<file path="src/design/rebq_pkg.sv">
// shared types and constants for the rotary encoder and button qualifier
// no dependencies
package rebq_pkg;

  localparam int unsigned CFG_AW = 2;
  localparam int unsigned CFG_DW = 16;
  localparam int unsigned POS_W = 16;
  localparam int unsigned TIME_W = 32;

  // register indexes on the configuration port
  localparam logic [CFG_AW-1:0] REG_DEBOUNCE = 2'd0;
  localparam logic [CFG_AW-1:0] REG_LOCKOUT = 2'd1;
  localparam logic [CFG_AW-1:0] REG_ROT_TIMEOUT = 2'd2;

  localparam logic [CFG_DW-1:0] DEBOUNCE_RST = 16'd30;
  localparam logic [CFG_DW-1:0] LOCKOUT_RST = 16'd250;
  localparam logic [CFG_DW-1:0] ROT_TIMEOUT_RST = 16'd150;

  typedef enum logic [1:0] {
    PH_IDLE,
    PH_PRESSED,
    PH_HELD,
    PH_RELEASED
  } phase_t;

  typedef struct packed {
    logic              clk_level;
    logic              dt_level;
    logic              button_level;
    logic [TIME_W-1:0] now_ms;
    logic              take_delta;
    logic              take_click;
  } sample_t;

  typedef struct packed {
    logic [CFG_DW-1:0] debounce_ms;
    logic [CFG_DW-1:0] lockout_ms;
    logic [CFG_DW-1:0] rotation_timeout_ms;
  } cfg_t;

endpackage

</file>
<file path="src/design/rebq_enc.sv">
// quadrature decode, position and reference tracking, rotation activity
// depends on rebq_pkg
module rebq_enc (
  input  logic                             clk,
  input  logic                             rst_n,
  input  logic                             adv,
  input  rebq_pkg::sample_t                smp,
  input  rebq_pkg::cfg_t                   cfg,
  output logic signed [rebq_pkg::POS_W-1:0] delta,
  output logic                             rotating
);
  import rebq_pkg::*;

  logic [POS_W-1:0]  pos_r, pos_nxt;
  logic [POS_W-1:0]  ref_r, ref_nxt;
  logic              prev_clk_r, prev_clk_nxt;
  logic              prev_dt_r, prev_dt_nxt;
  logic              rot_r, rot_nxt;
  logic [TIME_W-1:0] last_rot_r, last_rot_nxt;
  logic [POS_W-1:0]  diff;
  logic [TIME_W-1:0] quiet;
  logic              clk_edge;

  assign clk_edge = smp.clk_level != prev_clk_r;
  assign quiet    = smp.now_ms - last_rot_r;

  always_comb begin
    pos_nxt      = pos_r;
    prev_clk_nxt = prev_clk_r;
    prev_dt_nxt  = prev_dt_r;
    if (clk_edge) begin
      if (smp.clk_level) begin
        if (!smp.dt_level && prev_dt_r) begin
          pos_nxt = pos_r + 1'b1;
        end else if (smp.dt_level && !prev_dt_r) begin
          pos_nxt = pos_r - 1'b1;
        end
      end
      prev_clk_nxt = smp.clk_level;
      prev_dt_nxt  = smp.dt_level;
    end

    diff         = pos_nxt - ref_r;
    rot_nxt      = rot_r;
    last_rot_nxt = last_rot_r;
    if (diff != '0) begin
      rot_nxt      = 1'b1;
      last_rot_nxt = smp.now_ms;
    end else if (rot_r && (quiet > {{(TIME_W-CFG_DW){1'b0}}, cfg.rotation_timeout_ms})) begin
      rot_nxt = 1'b0;
    end

    // reading the delta moves the reference up to the position
    if (smp.take_delta) begin
      delta   = diff;
      ref_nxt = pos_nxt;
    end else begin
      delta   = '0;
      ref_nxt = ref_r;
    end
    rotating = rot_nxt;
  end

  always_ff @(posedge clk) begin
    if (!rst_n) begin
      pos_r      <= '0;
      ref_r      <= '0;
      prev_clk_r <= 1'b1;
      prev_dt_r  <= 1'b1;
      rot_r      <= 1'b0;
      last_rot_r <= '0;
    end else if (adv) begin
      pos_r      <= pos_nxt;
      ref_r      <= ref_nxt;
      prev_clk_r <= prev_clk_nxt;
      prev_dt_r  <= prev_dt_nxt;
      rot_r      <= rot_nxt;
      last_rot_r <= last_rot_nxt;
    end
  end

endmodule

</file>
<file path="src/design/rebq_btn.sv">
// button debounce machine with click lockout, rotation inhibit and read-and-clear click flag
// depends on rebq_pkg
module rebq_btn (
  input  logic              clk,
  input  logic              rst_n,
  input  logic              adv,
  input  rebq_pkg::sample_t smp,
  input  rebq_pkg::cfg_t    cfg,
  input  logic              rotating,
  output logic              click
);
  import rebq_pkg::*;

  phase_t            phase_r, phase_nxt;
  logic              last_pressed_r;
  logic [TIME_W-1:0] start_r, start_nxt;
  logic [TIME_W-1:0] last_click_r, last_click_nxt;
  logic              pend_r, pend_nxt;
  logic              pend_now;
  logic              pressed;
  logic              settled;
  logic              past_lockout;

  assign pressed      = !smp.button_level;
  assign settled      = (smp.now_ms - start_r) >= {{(TIME_W-CFG_DW){1'b0}}, cfg.debounce_ms};
  assign past_lockout = (smp.now_ms - last_click_r) >= {{(TIME_W-CFG_DW){1'b0}}, cfg.lockout_ms};

  always_ff @(posedge clk) begin
    if (!rst_n) begin
      phase_r <= PH_IDLE;
    end else if (adv) begin
      phase_r <= phase_nxt;
    end
  end

  always_comb begin
    phase_nxt      = phase_r;
    start_nxt      = start_r;
    last_click_nxt = last_click_r;
    pend_now       = pend_r;
    case (phase_r)
      PH_IDLE: begin
        if (pressed && !last_pressed_r) begin
          phase_nxt = PH_PRESSED;
          start_nxt = smp.now_ms;
        end
      end
      PH_PRESSED: begin
        if (!pressed) begin
          phase_nxt = PH_IDLE;
        end else if (settled) begin
          phase_nxt = PH_HELD;
        end
      end
      PH_HELD: begin
        if (!pressed) begin
          phase_nxt = PH_RELEASED;
          start_nxt = smp.now_ms;
        end
      end
      PH_RELEASED: begin
        if (pressed) begin
          phase_nxt = PH_HELD;
        end else if (settled) begin
          // refused clicks fall back to idle with no new timestamp
          if (past_lockout && !rotating) begin
            pend_now       = 1'b1;
            last_click_nxt = smp.now_ms;
          end
          phase_nxt = PH_IDLE;
        end
      end
      default: begin
        phase_nxt = PH_IDLE;
      end
    endcase

    // a click latched in this item can be read by the same item
    click    = smp.take_click & pend_now;
    pend_nxt = smp.take_click ? 1'b0 : pend_now;
  end

  always_ff @(posedge clk) begin
    if (!rst_n) begin
      last_pressed_r <= 1'b0;
      start_r        <= '0;
      last_click_r   <= '0;
      pend_r         <= 1'b0;
    end else if (adv) begin
      last_pressed_r <= pressed;
      start_r        <= start_nxt;
      last_click_r   <= last_click_nxt;
      pend_r         <= pend_nxt;
    end
  end

endmodule

</file>
<file path="src/design/rotary_encoder_button_qualifier.sv">
// top level: input register, encoder and button logic, result register
// path: an accepted item goes to the input register, its result to the result register
// throughput: one item per cycle; the result register stalls only on out_stall
// while a result waits, one more item is held in the input register
// synchronous active-low reset clears pipeline valids and state, loads config defaults
module rotary_encoder_button_qualifier (
  input  logic                             clk,
  input  logic                             rst_n,
  input  logic                             in_valid,
  output logic                             in_stall,
  input  logic                             in_clk_level,
  input  logic                             in_dt_level,
  input  logic                             in_button_level,
  input  logic [rebq_pkg::TIME_W-1:0]      in_now_ms,
  input  logic                             in_take_delta,
  input  logic                             in_take_click,
  output logic                             out_valid,
  input  logic                             out_stall,
  output logic signed [rebq_pkg::POS_W-1:0] out_delta,
  output logic                             out_click,
  output logic                             out_rotating,
  input  logic                             cfg_we,
  input  logic [rebq_pkg::CFG_AW-1:0]      cfg_addr,
  input  logic [rebq_pkg::CFG_DW-1:0]      cfg_wdata
);
  import rebq_pkg::*;

  cfg_t                    cfg_r;
  sample_t                 smp_r;
  logic                    in_valid_r;
  logic                    out_valid_r;
  logic signed [POS_W-1:0] out_delta_r;
  logic                    out_click_r;
  logic                    out_rot_r;
  logic                    adv;
  logic signed [POS_W-1:0] delta;
  logic                    rotating;
  logic                    click;

  assign adv      = in_valid_r && (!out_valid_r || !out_stall);
  assign in_stall = in_valid_r && !adv;

  always_ff @(posedge clk) begin
    if (!rst_n) begin
      cfg_r.debounce_ms         <= DEBOUNCE_RST;
      cfg_r.lockout_ms          <= LOCKOUT_RST;
      cfg_r.rotation_timeout_ms <= ROT_TIMEOUT_RST;
    end else if (cfg_we) begin
      case (cfg_addr)
        REG_DEBOUNCE:    cfg_r.debounce_ms         <= cfg_wdata;
        REG_LOCKOUT:     cfg_r.lockout_ms          <= cfg_wdata;
        REG_ROT_TIMEOUT: cfg_r.rotation_timeout_ms <= cfg_wdata;
        default: ;
      endcase
    end
  end

  always_ff @(posedge clk) begin
    if (!rst_n) begin
      in_valid_r <= 1'b0;
    end else if (!in_stall) begin
      in_valid_r <= in_valid;
    end
  end

  always_ff @(posedge clk) begin
    if (!in_stall && in_valid) begin
      smp_r.clk_level    <= in_clk_level;
      smp_r.dt_level     <= in_dt_level;
      smp_r.button_level <= in_button_level;
      smp_r.now_ms       <= in_now_ms;
      smp_r.take_delta   <= in_take_delta;
      smp_r.take_click   <= in_take_click;
    end
  end

  rebq_enc u_enc (
    .clk      (clk),
    .rst_n    (rst_n),
    .adv      (adv),
    .smp      (smp_r),
    .cfg      (cfg_r),
    .delta    (delta),
    .rotating (rotating)
  );

  rebq_btn u_btn (
    .clk      (clk),
    .rst_n    (rst_n),
    .adv      (adv),
    .smp      (smp_r),
    .cfg      (cfg_r),
    .rotating (rotating),
    .click    (click)
  );

  always_ff @(posedge clk) begin
    if (!rst_n) begin
      out_valid_r <= 1'b0;
    end else if (adv) begin
      out_valid_r <= 1'b1;
    end else if (!out_stall) begin
      out_valid_r <= 1'b0;
    end
  end

  always_ff @(posedge clk) begin
    if (adv) begin
      out_delta_r <= delta;
      out_click_r <= click;
      out_rot_r   <= rotating;
    end
  end

  assign out_valid    = out_valid_r;
  assign out_delta    = out_delta_r;
  assign out_click    = out_click_r;
  assign out_rotating = out_rot_r;

endmodule

</file>
<file path="config.mk">
export PLATFORM = sky130hd
export DESIGN_NAME = rotary_encoder_button_qualifier
export DESIGN_NICKNAME = d
export VERILOG_FILES = /design/src/design/rebq_pkg.sv /design/src/design/rebq_enc.sv /design/src/design/rebq_btn.sv /design/src/design/rotary_encoder_button_qualifier.sv
export SDC_FILE = /design/constraint.sdc
export NUM_CORES = 1
export LEC_CHECK = 0
export BUFFER_PORTS_ARGS = -buffer_cell sky130_fd_sc_hd__buf_4
export CORE_ASPECT_RATIO = 2
export CORE_UTILIZATION = 26
export CTS_CLUSTER_DIAMETER = 60
export DETAILED_ROUTE_END_ITERATION = 6
export PLACE_DENSITY = 0.49
export REMOVE_ABC_BUFFERS = 1
export SYNTH_ARGS = -nofsm -noshare
export SYNTH_HDL_FRONTEND = slang
export SYNTH_HIERARCHICAL = 1
export SYNTH_SLANG_ARGS = --single-unit
</file>
<file path="constraint.sdc">
create_clock -name clk -period 5.2 [get_ports clk]
set_input_delay 1.3 -clock clk [delete_from_list [all_inputs] [get_ports clk]]
set_output_delay 1.3 -clock clk [all_outputs]
set_load 0.1 [all_outputs]
</file>
# After elaboration in Yosys (flattened, before gate mapping)

Index checks and enable logic that the tools add are counted.

Register bits after elaboration: 240
Input bits: 60
Output and inout port bits: 20
Word-level logic and storage cells: 100

Add/sub/neg operators: 6
Order comparisons: 3
Eq/ne operators: 11
Muxes and demuxes: 23
Bitwise operators: 1
Reductions and logical operators: 31

Operators by type and width:

| operator              | count |
|---|---|
| $sub 32x32->32        | 3 |
| $ge 32x16->1          | 2 |
| $mux 16               | 4 |
| $mux 32               | 2 |
| $pmux 32 s2           | 1 |
| $gt 32x16->1          | 1 |
| $add 16x1->16 const B | 1 |
| $reduce_bool 16->1    | 1 |
| $sub 16x1->16 const B | 1 |
| $sub 16x16->16        | 1 |
| $mux 2                | 6 |
| $reduce_and 2->1      | 6 |
| $reduce_and 5->1      | 2 |
| $logic_not 1->1       | 9 |
| $mux 1                | 9 |
| $logic_and 1x1->1     | 8 |
| $pmux 2 s4            | 1 |
| $eq 2x2->1 const B    | 3 |
| $ne 3x2->1 const B    | 2 |
| $eq 2x1->1 const B    | 2 |
| $logic_not 2->1       | 2 |
| $ne 2x1->1 const B    | 2 |
| $reduce_and 4->1      | 1 |
| $ne 2x2->1 const B    | 1 |
| other kinds (4)       | 4 |

# Longest topological paths before layout

Depth after elaboration: 16
Depth in mapped cells: 24
Depth with buffers taken out: 23

# Modules after synthesis

Netlist, hierarchy kept.

By module, submodules not included:

| module                          | instances | cells an instance | area an instance (um^2) | seq. area each (um^2) |
|---|---|---|---|---|
| rebq_btn                        | 1         | 1012              | 7335.8                  | 1361.3 |
| rebq_enc                        | 1         | 989               | 7149.4                  | 1341.3 |
| rotary_encoder_button_qualifier | 1         | 246               | 3599.7                  | 2652.5 |

# Least setup slack after synthesis

Ideal clock, no wire load.

Path kind: register to register
Start: reg smp_r[35] (netlist bit)
End: reg u_btn.last_click_r[10]
Library setup time: 0.072 ns
Arrival: 5.105 ns
Data required time: 5.128 ns
Slack: 0.024 ns
Cell stages (with the launch flop): 22
Path buffers: 2
Clock period less this slack: 5.176 ns
Cells stage by stage: edfxtp_1 -> buf_2 -> or4b_4 -> or4_1 -> or3_1 -> o31a_1 -> nor3_1 -> xnor2_1 -> inv_1 -> ha_1 -> nand2_1 -> nor3_1 -> o311a_1 -> or3_1 -> a41o_1 -> xnor2_1 -> nor4b_1 -> o31ai_1 -> nand2b_1 -> nor3_4 -> buf_8 -> mux2i_1

Cells in the longest elaborated chain, start to end: 11
Elaborated cells between the ends (all ways): 13
Those cells by class: add/sub (1); mux (5); reduce/logical (7)

Ends and longest elaborated chain:

| item                                                        | RTL line                              | source |
|---|---|---|
| start, declared                                             | rotary_encoder_button_qualifier.sv:29 | `sample_t smp_r;` |
| $logic_and 1x1->1 / $logic_not 1->1 (equally long branches) | rebq_enc.sv:35, rebq_enc.sv:33        |  |
| $mux 16 / $logic_and 1x1->1 (equally long branches)         | rebq_enc.sv:35, rebq_enc.sv:33        |  |
| $mux 16 *                                                   | rebq_enc.sv:33                        | `if (!smp.dt_level && prev_dt_r) begin` |
| $mux 16 *                                                   | rebq_enc.sv:32                        | `if (smp.clk_level) begin` |
| $mux 16 *                                                   | rebq_enc.sv:31                        | `if (clk_edge) begin` |
| via u_enc.pos_nxt[10]                                       | rebq_enc.sv:14                        | `logic [POS_W-1:0] pos_r, pos_nxt;` |
| $sub 16x16->16 *                                            | rebq_enc.sv:43                        | `diff = pos_nxt - ref_r;` |
| $reduce_bool 16->1 *                                        | rebq_enc.sv:46                        | `if (diff != '0) begin` |
| $mux 1 *                                                    | rebq_enc.sv:46                        |  |
| via rotating                                                | rotary_encoder_button_qualifier.sv:37 | `logic rotating;` |
| $logic_not 1->1 *                                           | rebq_btn.sv:66                        | `if (past_lockout && !rotating) begin` |
| $logic_and 1x1->1 *                                         | rebq_btn.sv:66                        |  |
| $reduce_and 5->1 (no line) *                                | n/a                                   |  |
| end signal, assigned                                        | rebq_btn.sv:92                        | `last_click_r <= last_click_nxt;` |
| end, declared                                               | rebq_btn.sv:17                        | `logic [TIME_W-1:0] last_click_r, last_click_nxt;` |

The timed path passes the listed nets; every way through them passes the cells marked *.
A chain may end at the register's enable or synchronous reset.

# Final worst setup path

Start: reg u_enc.prev_dt_r
End: reg u_btn.last_click_r[0]

Cells in the longest elaborated chain, start to end: 12
Elaborated cells between the ends (all ways): 13
Those cells by class: add/sub (1); mux (5); reduce/logical (7)

Ends and longest elaborated chain:

| item                         | RTL line                              | source |
|---|---|---|
| start, declared              | rebq_enc.sv:17                        | `logic prev_dt_r, prev_dt_nxt;` |
| start signal, assigned       | rebq_enc.sv:76                        | `prev_dt_r <= prev_dt_nxt;` |
| $logic_not 1->1              | rebq_enc.sv:35                        | `end else if (smp.dt_level && !prev_dt_r) begin` |
| $logic_and 1x1->1            | rebq_enc.sv:35                        |  |
| $mux 16                      | rebq_enc.sv:35                        |  |
| $mux 16 *                    | rebq_enc.sv:33                        |  |
| $mux 16 *                    | rebq_enc.sv:32                        |  |
| $mux 16 *                    | rebq_enc.sv:31                        |  |
| via u_enc.pos_nxt[12]        | rebq_enc.sv:14                        |  |
| $sub 16x16->16 *             | rebq_enc.sv:43                        |  |
| $reduce_bool 16->1 *         | rebq_enc.sv:46                        |  |
| $mux 1 *                     | rebq_enc.sv:46                        |  |
| via rotating                 | rotary_encoder_button_qualifier.sv:37 |  |
| $logic_not 1->1 *            | rebq_btn.sv:66                        |  |
| $logic_and 1x1->1 *          | rebq_btn.sv:66                        |  |
| $reduce_and 5->1 (no line) * | n/a                                   |  |

Marks and branches as above.

==> parameters.txt <==
Parameter                              Value

Outcome
  Run status ... finished, violations left
  Violations in the final reports ... setup timing

Global route
  Largest net degree at the start of global routing ... 113
  Global route overflow ... 0
  Via count of the first global-routing pass ... 17.2k
  Global-route wire length before repair ... 93.0 mm
  Total GRT Usage ... 16.9%
  Initial antenna violation count ... 0

Floorplan
  Effective utilization at floorplan ... 26.3%
  Core Box Area ... 68,700 µm²
  Total die area ... 70,700 µm²
  Number of placed I/O pins ... 80
  Number of placement rows ... 136
  Die Wd ... 188 µm
  Die extent in y ... 375 µm

Synth
  Synth warnings ... 6
  Number of enable flip-flop cells after synthesis ... 55
  Portion of synthesized cell area occupied by the leading cell type ... 20.5%
  Cell types with the largest area share after synthesis ... sky130_fd_sc_hd__dfxtp_1, sky130_fd_sc_hd__ha_1, sky130_fd_sc_hd__edfxtp_1
  Post-Syn Area ... 18,100 µm²
  Number of storage elements in the synthesis netlist ... 240
  Primary flip-flop cell chosen by synthesis mapping ... sky130_fd_sc_hd__dfxtp_1
  Mean post-synth cell area ... 8.05 µm²
  Most common library cells after synthesis ... sky130_fd_sc_hd__nand2_1, sky130_fd_sc_hd__inv_1, sky130_fd_sc_hd__dfxtp_1
  Most frequent cell after synthesis ... sky130_fd_sc_hd__nand2_1
  Unique cell type count in the Yosys netlist ... 96
  Post-synthesis async set-or-reset flop share ... 0%
  Sequential area share after synthesis ... 29.6%
  Post-Synthesis Cells ... 2,247
  Cell type contributing the most total cell area after synthesis ... sky130_fd_sc_hd__dfxtp_1

Timing
  Final setup skew ... 0.0192 ns
  Clock period minus final worst setup slack ... 5.32 ns
  Post-route clock period utilization ... 102%
  Least setup slack across all paths after layout ... -0.119 ns
  Setup-failing EPs final ... 32
  Slew headroom ... 28.9%
  Number of hold-slack violations in the final timing report ... 0
  Setup TNS ... -2.53 ns
  Number of max-slew violations in the final report ... 0
  Slew at the pin with the worst max-slew slack ... 1.06 ns
  Setup repair after global routing missed its margin ... yes
  FMAX ... 188 MHz

CTS
  Worst skew pair latency ... 0.61 ns
  CTS H-tree lvls ... 1
  Root buffer cell ... sky130_fd_sc_hd__clkbuf_16
  Maximum clock insertion buffer count ... 3
  Clock buffers created by TritonCTS ... 30
  Clock Sink Count ... 240
  Clock tree from TritonCTS ... done
  Hold buffer count at cts ... 0
  Clock-pin slew on the worst setup and hold paths ... 0.06 ns

Detailed routing
  Post-route ant nets ... 0
  Top Metal Used ... met4
  Post-Route WL ... 61.6 mm
  Met3 Routed Length ... 1.62 mm
  Number of violations reported at the end of detailed-routing iteration 0 ... 642
  Via-to-Cell Ratio ... 4.95
  Routed length on met2 ... 35.2 mm
  Via count of the routed design ... 16.8k
  Average wire length per cell after detail routing ... 18.1 µm
  DR DRC count ... 0
  M1 WL ... 21.3 mm
  Detailed Routing Iterations Pass 1 ... 5

Setup path
  Worst path arrival time ... 5.85 ns
  Crit path max fanout ... 8
  Required time of the worst setup path ... 5.73 ns
  Crit start category ... flop
  Cell with the largest stage delay on the worst path ... sky130_fd_sc_hd__or4b_4
  Cells along the critical path ... or4b_4 -> or4_4 -> or3_4 -> o31a_1 -> nor2_1 -> o21ai_1 -> xor2_1 -> buf_4 -> inv_2 -> ha_4 -> o21a_1 -> nor2_1 -> xnor2_1 -> or4_4 -> nor4b_4 -> nand4b_1 -> nor4b_2 -> buf_4 -> o31ai_4 -> nand2b_4 -> nor3_4 -> buf_12 -> clkbuf_16 -> mux2i_1
  Type of element capturing the critical path ... flop
  Type of the worst setup path ... reg2reg
  Biggest cell delay along the critical path ... 0.55 ns

Placement
  Count of buffers inserted at the top-level ports ... 79
  Global placer's final weighted congestion ... 0.959
  Setup slack at placement ... -0.785 ns
  Number of placed cells counting well taps ... 3,315
  Post-detail-place hpwl ... 47.9 mm
  Post-Place Cell Area ... 20,900 µm²

Layout
  Fill cell total of the finished layout ... 7,325
  Post-route insts no fill ... 3,402
  Area of combinational cells with multiple inputs ... 11,800 µm²
  Post-route cell area ... 22,600 µm²
  Layout Utilization ... 32.9%
  Number of inserted diodes ... 0
  Share of final-layout standard cells stronger than drive strength 1 ... 19.2%
  Area grow syn2layout ... 25.1%
  Register cell area after layout ... 5360 µm²
  Number of nets at the end of the flow ... 2,703

Pwr
  Power Density ... 265 nW/µm²
  Power share of the clock group ... 36.9%
  Sequential share of power ... 34.2%
  Design internal power ... 3960 µW
  P_leak ... 0.00933 µW
  Switching Fraction ... 33.9%
  Switch Pwr ... 2030 µW
  Peak VDD IR ... 0.278 mV
  Logic gate share of total power ... 29.0%

Min path
  Worst min-delay path category ... reg2reg

Job
  Max-cap violation count ... 0
==> per-layer routing <==
layer / vias up / track usage [%]
met5: - / 0
met3: 151 / 1.39
li1: 8393 / -
met1: 7954 / 15.6
met2: 338 / 34.9
met4: 0 / 9.63
==> state kept, by name (all words and copies together), names as in the netlist, 16 cells and up, named ones only <==
register            cells
out_delta              16
u_enc/ref_r            16
u_enc/pos_r            16
u_btn/start_r          32
cfg_r                  48
smp_r                  37
u_btn/last_click_r     32
u_enc/last_rot_r       32
==> layout by cell type, fill, tap and decap left out, drive strengths merged, types with 30 or more instances in the layout <==
master    n
nand4    43
o21ai   118
nor2b    38
clkbuf   43
nand2   352
ha      158
xor2     39
dfxtp   185
nand3    76
edfxtp   55
and2     30
buf     310
a21boi   40
inv     212
nor2     98
a21o     43
nor3     39
xnor2    62
mux2i    89
a21oi   138
==> cells by family after synthesis <==
logic type,after synthesis,synth area share [%]
mux,90,4.99
buf+inv,322,7.47
flops,240,29.6
simple gates,793,21.2
fa+ha+maj,162,11.4
xor+xnor,101,4.97
compound gates,539,20.3
==> power by group through the flow <==
stage               Combinational (µW)  Sequential (µW)  Clock [µW]
floorplan                          945             2150           0
global placement                  1630             2090           0
detailed placement                1650             2090           0
CTS                               1680             2050        2300
global route                      1900             2060        2360
finish                            1740             2050        2210
==> cell type report <==
class	count	share of cell area, %
inverter	208	3.46
multi-input combinational	1685	52.0
clock inverter	19	0.984
timing repair buffer	316	11.3
sequential	240	23.7
tap	897	4.96
clock buffer	37	3.62
==> critical path, delay by kind of cell (launching register included) <==
| family | cells | cell delay [ns] |
|---|---|---|
| and+or+nand+nor | 11 | 2.95 |
| buffers and inverters | 5 | 0.73 |
| AOI/OAI and AO/OA | 4 | 0.57 |
| DFF | 1 | 0.30 |
| xor gates and xnor gates | 2 | 0.26 |
| adders and majority gates | 1 | 0.25 |
| muxes | 1 | 0.18 |
==> path summary, 6_finish.rpt <==
check,startpoint,end,slack (ns),cells after the start
setup / recovery,u_enc/prev_dt_r$_SDFFE_PN1P_,u_btn/last_click_r[0]$_SDFFE_PN0P_,-0.12,24
hold / removal,u_enc/last_rot_r[28]$_SDFFE_PN0P_,u_enc/last_rot_r[28]$_SDFFE_PN0P_,0.46,2
hold reg to reg,u_enc/last_rot_r[28]$_SDFFE_PN0P_,u_enc/last_rot_r[28]$_SDFFE_PN0P_,0.46,2
setup reg to reg,u_enc/prev_dt_r$_SDFFE_PN1P_,u_btn/last_click_r[0]$_SDFFE_PN0P_,-0.12,24
==> through the flow <==
stage / power, µW / hold slack [ns]
floorplan: 3090 / 0.435
global placement: 3720 / 0.441
global route: 6310 / 0.471
CTS: 6030 / 0.459
detailed placement: 3740 / 0.449
finish: 5990 / 0.458
==> what timing repair did <==
item / CTS / global route
setup endpoints to repair: 60 / 62
pin swaps: 4 / 39
setup buffers: 9 / 19
gates cloned: 0 / 5
gates resized for setup: 29 / 58
No activity file was read; power rests on OpenSTA's default activity.
